File: src/rtl/bspline_curve_point_evaluator_assert.svh
// Assertion macros for the B-spline curve point evaluator.
`ifndef BSPLINE_CURVE_POINT_EVALUATOR_ASSERT_SVH
`define BSPLINE_CURVE_POINT_EVALUATOR_ASSERT_SVH

// condition that holds at every edge outside reset
`define BSPL_ASSERT_NOW(label, cond, msg) \
  label: assert property (@(posedge clk) disable iff (rst) (cond)) else $error(msg);

// condition that holds in the cycle after a trigger
`define BSPL_ASSERT_NEXT(label, trig, cond, msg) \
  label: assert property (@(posedge clk) disable iff (rst) (trig) |=> (cond)) else $error(msg);

`endif

File: src/rtl/bspl_pkg.sv
// Shared constants, types and helper functions of the B-spline curve point evaluator.
package bspl_pkg;

  localparam int SPLINE_ORDER    = 3;
  localparam int NUM_CTRL_POINTS = 5;
  localparam int KNOT_COUNT      = SPLINE_ORDER + NUM_CTRL_POINTS;
  localparam int KNOT_IDX_W      = $clog2(KNOT_COUNT);
  localparam int CTRL_IDX_W      = $clog2(NUM_CTRL_POINTS);

  localparam int KNOT_W     = 16;
  localparam int POINT_W    = 32;
  localparam int BASIS_W    = 32;
  localparam int BASIS_FRAC = 30;
  localparam int DIFF_W     = KNOT_W + 1;
  localparam int PROD_W     = DIFF_W + BASIS_W;
  localparam int MAG_W      = PROD_W - 1;
  localparam int QUOT_W     = BASIS_W;

  // quotient bits resolved per divider stage
  localparam int DIV_STEP   = 4;
  localparam int DIV_STAGES = QUOT_W / DIV_STEP;
  localparam int WEIGH_LAT  = DIV_STAGES + 2;

  localparam int PT_PROD_W = BASIS_W + POINT_W;
  localparam int RND_W     = PT_PROD_W - BASIS_FRAC;
  localparam int SUM_W     = RND_W + $clog2(NUM_CTRL_POINTS) + 1;

  typedef logic signed [BASIS_W-1:0] basis_t;

  localparam basis_t BASIS_ONE = BASIS_W'(64'd1 << BASIS_FRAC);
  localparam basis_t BASIS_MAX = {1'b0, {(BASIS_W-1){1'b1}}};
  localparam basis_t BASIS_MIN = {1'b1, {(BASIS_W-1){1'b0}}};

  typedef enum logic [1:0] {
    OP_LOAD_KNOT  = 2'd0,
    OP_LOAD_POINT = 2'd1,
    OP_EVAL       = 2'd2,
    OP_IDLE       = 2'd3
  } op_t;

  // everything an evaluation word carries down the pipe
  typedef struct packed {
    logic [KNOT_W-1:0]                       t;
    logic                                    neg;
    logic [KNOT_COUNT-1:0][KNOT_W-1:0]       knots;
    logic [NUM_CTRL_POINTS-1:0][POINT_W-1:0] cx;
    logic [NUM_CTRL_POINTS-1:0][POINT_W-1:0] cy;
  } ctx_t;

  function automatic basis_t sat_add(basis_t a, basis_t b);
    logic signed [BASIS_W:0] s;
    s = {a[BASIS_W-1], a} + {b[BASIS_W-1], b};
    if (s[BASIS_W] != s[BASIS_W-1]) begin
      return s[BASIS_W] ? BASIS_MIN : BASIS_MAX;
    end
    return s[BASIS_W-1:0];
  endfunction

  function automatic logic signed [POINT_W-1:0] sat_point(logic signed [SUM_W-1:0] v);
    if ((&v[SUM_W-1:POINT_W-1]) || !(|v[SUM_W-1:POINT_W-1])) begin
      return v[POINT_W-1:0];
    end
    return v[SUM_W-1] ? {1'b1, {(POINT_W-1){1'b0}}} : {1'b0, {(POINT_W-1){1'b1}}};
  endfunction

endpackage

File: src/rtl/bspl_weigh.sv
// Pipelined weighted basis term: (diff * basis) / den, truncated and saturated.
module bspl_weigh (
  input  logic                                clk,
  input  logic                                en,
  input  logic signed [bspl_pkg::DIFF_W-1:0]  diff,
  input  logic signed [bspl_pkg::BASIS_W-1:0] basis,
  input  logic signed [bspl_pkg::DIFF_W-1:0]  den,
  output logic signed [bspl_pkg::BASIS_W-1:0] term
);

  localparam int PROD_W     = bspl_pkg::PROD_W;
  localparam int MAG_W      = bspl_pkg::MAG_W;
  localparam int QUOT_W     = bspl_pkg::QUOT_W;
  localparam int KNOT_W     = bspl_pkg::KNOT_W;
  localparam int DIFF_W     = bspl_pkg::DIFF_W;
  localparam int DIV_STAGES = bspl_pkg::DIV_STAGES;
  localparam int DIV_STEP   = bspl_pkg::DIV_STEP;

  logic signed [PROD_W-1:0] prod;
  logic [MAG_W-1:0]         a_mag;
  logic [KNOT_W-1:0]        a_dmag;
  logic                     a_neg;
  logic                     a_zero;

  logic [KNOT_W-1:0] d_rem  [DIV_STAGES];
  logic [QUOT_W-1:0] d_low  [DIV_STAGES];
  logic [QUOT_W-1:0] d_q    [DIV_STAGES];
  logic [KNOT_W-1:0] d_dmag [DIV_STAGES];
  logic              d_neg  [DIV_STAGES];
  logic              d_zero [DIV_STAGES];
  logic              d_ovf  [DIV_STAGES];

  logic [QUOT_W-1:0] qf;

  assign prod = diff * basis;

  always_ff @(posedge clk) begin
    if (en) begin
      a_mag  <= prod[PROD_W-1] ? MAG_W'(-prod) : MAG_W'(prod);
      a_dmag <= den[DIFF_W-1] ? KNOT_W'(-den) : KNOT_W'(den);
      a_neg  <= prod[PROD_W-1] ^ den[DIFF_W-1];
      a_zero <= (den == '0);
    end
  end

  for (genvar k = 0; k < DIV_STAGES; k++) begin : g_div
    logic [KNOT_W-1:0] rem_in;
    logic [KNOT_W-1:0] rem_c;
    logic [QUOT_W-1:0] low_in;
    logic [QUOT_W-1:0] low_c;
    logic [QUOT_W-1:0] q_in;
    logic [QUOT_W-1:0] q_c;
    logic [KNOT_W-1:0] dm_in;
    logic              neg_in;
    logic              zero_in;
    logic              ovf_in;
    logic [KNOT_W:0]   trial;

    if (k == 0) begin : g_first
      assign rem_in  = a_mag[MAG_W-1:QUOT_W];
      assign low_in  = a_mag[QUOT_W-1:0];
      assign q_in    = '0;
      assign dm_in   = a_dmag;
      assign neg_in  = a_neg;
      assign zero_in = a_zero;
      // quotient needs more than QUOT_W bits
      assign ovf_in  = (a_mag[MAG_W-1:QUOT_W] >= a_dmag);
    end else begin : g_rest
      assign rem_in  = d_rem[k-1];
      assign low_in  = d_low[k-1];
      assign q_in    = d_q[k-1];
      assign dm_in   = d_dmag[k-1];
      assign neg_in  = d_neg[k-1];
      assign zero_in = d_zero[k-1];
      assign ovf_in  = d_ovf[k-1];
    end

    always_comb begin
      rem_c = rem_in;
      low_c = low_in;
      q_c   = q_in;
      trial = '0;
      for (int s = 0; s < DIV_STEP; s++) begin
        trial = {rem_c, low_c[QUOT_W-1]};
        low_c = {low_c[QUOT_W-2:0], 1'b0};
        if (trial >= {1'b0, dm_in}) begin
          rem_c = KNOT_W'(trial - {1'b0, dm_in});
          q_c   = {q_c[QUOT_W-2:0], 1'b1};
        end else begin
          rem_c = trial[KNOT_W-1:0];
          q_c   = {q_c[QUOT_W-2:0], 1'b0};
        end
      end
    end

    always_ff @(posedge clk) begin
      if (en) begin
        d_rem[k]  <= rem_c;
        d_low[k]  <= low_c;
        d_q[k]    <= q_c;
        d_dmag[k] <= dm_in;
        d_neg[k]  <= neg_in;
        d_zero[k] <= zero_in;
        d_ovf[k]  <= ovf_in;
      end
    end
  end

  assign qf = d_q[DIV_STAGES-1];

  always_ff @(posedge clk) begin
    if (en) begin
      if (d_zero[DIV_STAGES-1]) begin
        term <= '0;
      end else if (!d_neg[DIV_STAGES-1]) begin
        term <= (d_ovf[DIV_STAGES-1] || qf[QUOT_W-1]) ? bspl_pkg::BASIS_MAX : $signed(qf);
      end else begin
        term <= (d_ovf[DIV_STAGES-1] || (qf[QUOT_W-1] && (|qf[QUOT_W-2:0])))
                ? bspl_pkg::BASIS_MIN : $signed(-qf);
      end
    end
  end

endmodule

File: config.mk
export PLATFORM = sky130hd
export DESIGN_NAME = bspl_weigh
export DESIGN_NICKNAME = d
export VERILOG_FILES = /design/src/rtl/bspline_curve_point_evaluator_assert.svh /design/src/rtl/bspl_pkg.sv /design/src/rtl/bspl_weigh.sv
export SDC_FILE = /design/constraint.sdc
export NUM_CORES = 2
export LEC_CHECK = 0
export ABC_CLOCK_PERIOD_IN_PS = 31600
export BUFFER_PORTS_ARGS = -buffer_cell sky130_fd_sc_hd__buf_2
export CORE_ASPECT_RATIO = 1.2
export CORE_UTILIZATION = 50
export DETAILED_ROUTE_END_ITERATION = 7
export HOLD_SLACK_MARGIN = 0.05
export PLACE_DENSITY = 0.66
export RECOVER_POWER = 25
export SETUP_SLACK_MARGIN = 0.15
export SYNTH_ARGS = -nofsm -noshare
export SYNTH_HDL_FRONTEND = slang
export SYNTH_SLANG_ARGS = --single-unit
File: constraint.sdc
create_clock -name clk -period 31.6 [get_ports clk]
set_clock_uncertainty 0.2 [all_clocks]
set_input_delay 3.16 -clock clk [delete_from_list [all_inputs] [get_ports clk]]
set_output_delay 3.16 -clock clk [all_outputs]
set_load 0.05 [all_outputs]
==> impl_metrics.yaml <==
sta:
  timing.final.ws_setup_ns: 18.98
  maxSlewHeadroom_pct: 19.36
  fmax_mhz: 79.26
  period_share_pct: 39.93
  finalSetupViolCount: 0
  slew_viol_final: 0
  tightest_slew_ns: 1.186
  fin_crit_ns: 12.62
  final_hold_viol_count: 0
  setup_tns_ns: 0
  rsz0062_at_grt: "false"
routing:
  drt_iter0_markers: 3259
  antenna_left: 0
  vias_per_cell: 5.806
  dr_wl_met2_um: 90430
  maxUsedRoutingLayer: "met4"
  vias: 52320
  route.met3.wl_um: 7937
  drt_drc_violations_left: 0
  wl_per_cell_um: 19.60
  postRouteWirelength_um: 176600
  dr.pass1.iters: 6
  wl_met1_um: 71120
worst_setup_path:
  critPathLaunchType: "register"
  reg2reg_to: "d_rem[5][0]$_DFFE_PP_"
  endpoint_kind: "register"
  regToRegStartpoint: "d_dmag[4][1]$_DFFE_PP_"
  path_class: "register to register"
  crit_fanout: 25
  cp_common_cell: "a21oi_1"
  critPathRequiredTime_ns: 31.88
  worstRegToRegCells: 45
  slowest_delay_ns: 0.73
  cp_num_buf_inv: 6
  cp_top_family: "compound AO/OA/AOI/OAI gates"
  worstPathArrival_ns: 12.90
  crit_cells: 45
  ff2ff_setup_slack_ns: 18.98
  crit_path_top_delay_cell: "o41ai_1"
cells_and_area:
  finish.utilization_pct: 53.75
  diodes: 0
  drive_above_1_share_pct: 7.920
  layout.nets: 8425
  layout-area-overhead-vs-synth_pct: 6.448
placement:
  gp_congestion: 0.9363
  pre_cts_slack_ns: 19.03
  place_hpwl_um: 139300
  numPortBuffers: 99
die:
  fp-row-count: 148
  die_area_mm2: 0.1386
  core_area_mm2: 0.1357
  start_util_pct: 50.49
  io_pins: 100
  dieHeight_um: 407.6
  die_w_um: 340.0
worst_hold_path:
  hold_path_end: "d_q[1][47]$_DFFE_PP_"
  min_path_cells: 0
  min_from: "d_q[1][11]$_DFFE_PP_"
  min_path_type: "register to register"
clocking:
  cts_resized: 0
  path_clk_slew_ns: 0.06
  clk-insertion-delay-late_ns: 0.66
  root_buffer: "clkbuf_16"
  cts_hold_buf: 0
  cts-buffers-inserted: 67
  cts_tree: "built"
  h-tree-depth: 3
  cts_max_path_buffers: 3
  post_cts_buffers: 0
  clkSinkCount: 602
global_routing:
  grt_max_degree: 111
  grt_pass1_vias: 53210
  grt-ovfl-total: 0
  grt_first_pass_wirelength_um: 284300
  grt_usage_pct: 25.59
  antenna_found_initial: 1
synth:
  synth_cells: 7164
  ys_seq_area_share_pct: 26.38
  synthArstFlopShare_pct: 0
  synthesis.nets: 8430
  synth_cell_types: 106
  synth_edf_count: 602
  synth-main-ff-cell: "edfxtp_1"
  synth_warnings: 0
  syn_area_per_cell_um2: 9.567
  synth_area_mm2: 0.06853
  synth-seq-cells: 602
outcome:
  status: "complete, no violations"
flow_run:
  max_cap_viol_count: 0
==> worst reg2reg max path, delay by kind of cell (launching register included) <==
family	cells	cell delay, ns
AO/OA/AOI/OAI	21	6.13
AND/OR/NAND/NOR	14	3.05
buffers and inverters	6	1.35
adder cells (fa/ha/maj)	4	1.22
flip-flops	1	0.52
==> registers in the layout, indices dropped and copies added (netlist names) <==
| name | cells |
|---|---|
| d_q | 144 |
| d_dmag | 112 |
| d_low | 112 |
| d_rem | 112 |
| a_mag | 48 |
| term | 32 |
| a_dmag | 16 |
| d_neg | 8 |
| d_ovf | 8 |
| d_zero | 8 |
| a_neg | 1 |
| a_zero | 1 |
==> through the flow <==
step                      cells  instance area [µm²]  hold slack (ns)
after CTS                  9010                72950           0.2102
after global placement     8890                70710           0.2005
after detailed placement   8890                70710           0.2045
after floorplan            7164                68530           0.2003
final                      9010                72950           0.2136
after global routing       9010                72950           0.2164
==> synth_stat cells, drive strengths merged (26+ instances only) <==
cell type / number / area [µm²]
or2: 30 / 187.7
nand2: 650 / 2440
a31oi: 73 / 478.0
ha: 646 / 8083
a21oi: 462 / 2312
a21o: 158 / 1186
o21ai: 304 / 1525
o31a: 26 / 227.7
nand3: 91 / 455.4
or3: 50 / 345.3
mux2i: 58 / 584.3
nor2b: 80 / 500.5
and3: 39 / 244.0
buf: 31 / 171.4
a21boi: 32 / 240.2
o211ai: 38 / 285.3
nand2b: 94 / 588.1
and2: 215 / 1345
nor3: 126 / 645.6
nor4: 29 / 187.7
fa: 552 / 11050
xnor2: 294 / 2575
xor2: 146 / 1279
inv: 849 / 3187
o31ai: 54 / 415.4
o21bai: 66 / 495.5
nand4: 105 / 656.9
nor2: 420 / 1577
edfxtp: 602 / 18080
mux2: 252 / 2838
a211oi: 42 / 315.3
o21a: 79 / 593.1
clkbuf: 168 / 630.6
==> layout by cell type, fill, tap and decap left out, types with 27 or more instances in the layout <==
cell type	instances
a31oi_1	70
or2_2	27
a211oi_1	42
ha_1	646
nand4_1	105
inv_1	845
a21o_1	158
nor2_1	420
nor3_1	123
mux2i_1	57
buf_2	98
xor2_1	146
edfxtp_1	602
a21boi_0	30
nand2b_1	94
nand3_1	91
o21a_1	79
o211ai_1	38
xnor2_1	293
mux2_2	252
nand2_1	650
buf_4	28
o21ai_0	293
a21oi_1	462
and3_1	39
nor4_1	28
clkbuf_16	68
and2_1	213
or3_1	42
o31ai_1	52
fa_1	552
nor2b_1	80
o21bai_1	66
==> cell type report <==
type,count,area (µm²)
Tap cell,1800,2252
Fill cell,12050,62780
Inverter,849,3187
Timing Repair Buffer,127,715.7
Multi-Input combinational cell,5512,46470
Clock buffer,77,1735
Sequential cell,602,18080
Clock inverter,43,511.7
==> cells by family (layout without fill, tap and decap cells) <==
kind of cell	count (synthesis)	in the layout	share of synthesized area [%]
compound gates	1549	1549	14.71
xor+xnor	440	440	5.623
mux	310	310	4.993
simple gates	2015	2015	14.52
fa+ha+maj	1198	1198	27.92
buf+inv	1050	1096	5.849
flops	602	602	26.38
==> how the worst max path moves through the flow <==
stage / start / end / slack [ns]
2_1_floorplan: d_dmag[5][1]$_DFFE_PP_ / d_rem[6][10]$_DFFE_PP_ / 20.39
3_3_place_gp: d_dmag[0][1]$_DFFE_PP_ / d_rem[1][15]$_DFFE_PP_ / 19.30
3_5_place_dp: d_dmag[2][1]$_DFFE_PP_ / d_rem[3][5]$_DFFE_PP_ / 19.03
4_1_cts: d_dmag[2][1]$_DFFE_PP_ / d_rem[3][1]$_DFFE_PP_ / 18.98
5_1_grt: d_dmag[4][1]$_DFFE_PP_ / d_rem[5][1]$_DFFE_PP_ / 17.67
6_report: d_dmag[4][1]$_DFFE_PP_ / d_rem[5][0]$_DFFE_PP_ / 18.98
==> metal layers <==
metal  vias to the layer above  GRT usage [%]
met5                         -              0
met4                         0          10.17
met3                       324          2.913
met2                      1293          46.38
met1                     25530          30.65
li1                      25170              -
Power is not shown: default switching activity piles up to over one toggle a cycle in this logic, so the estimate is an artifact.
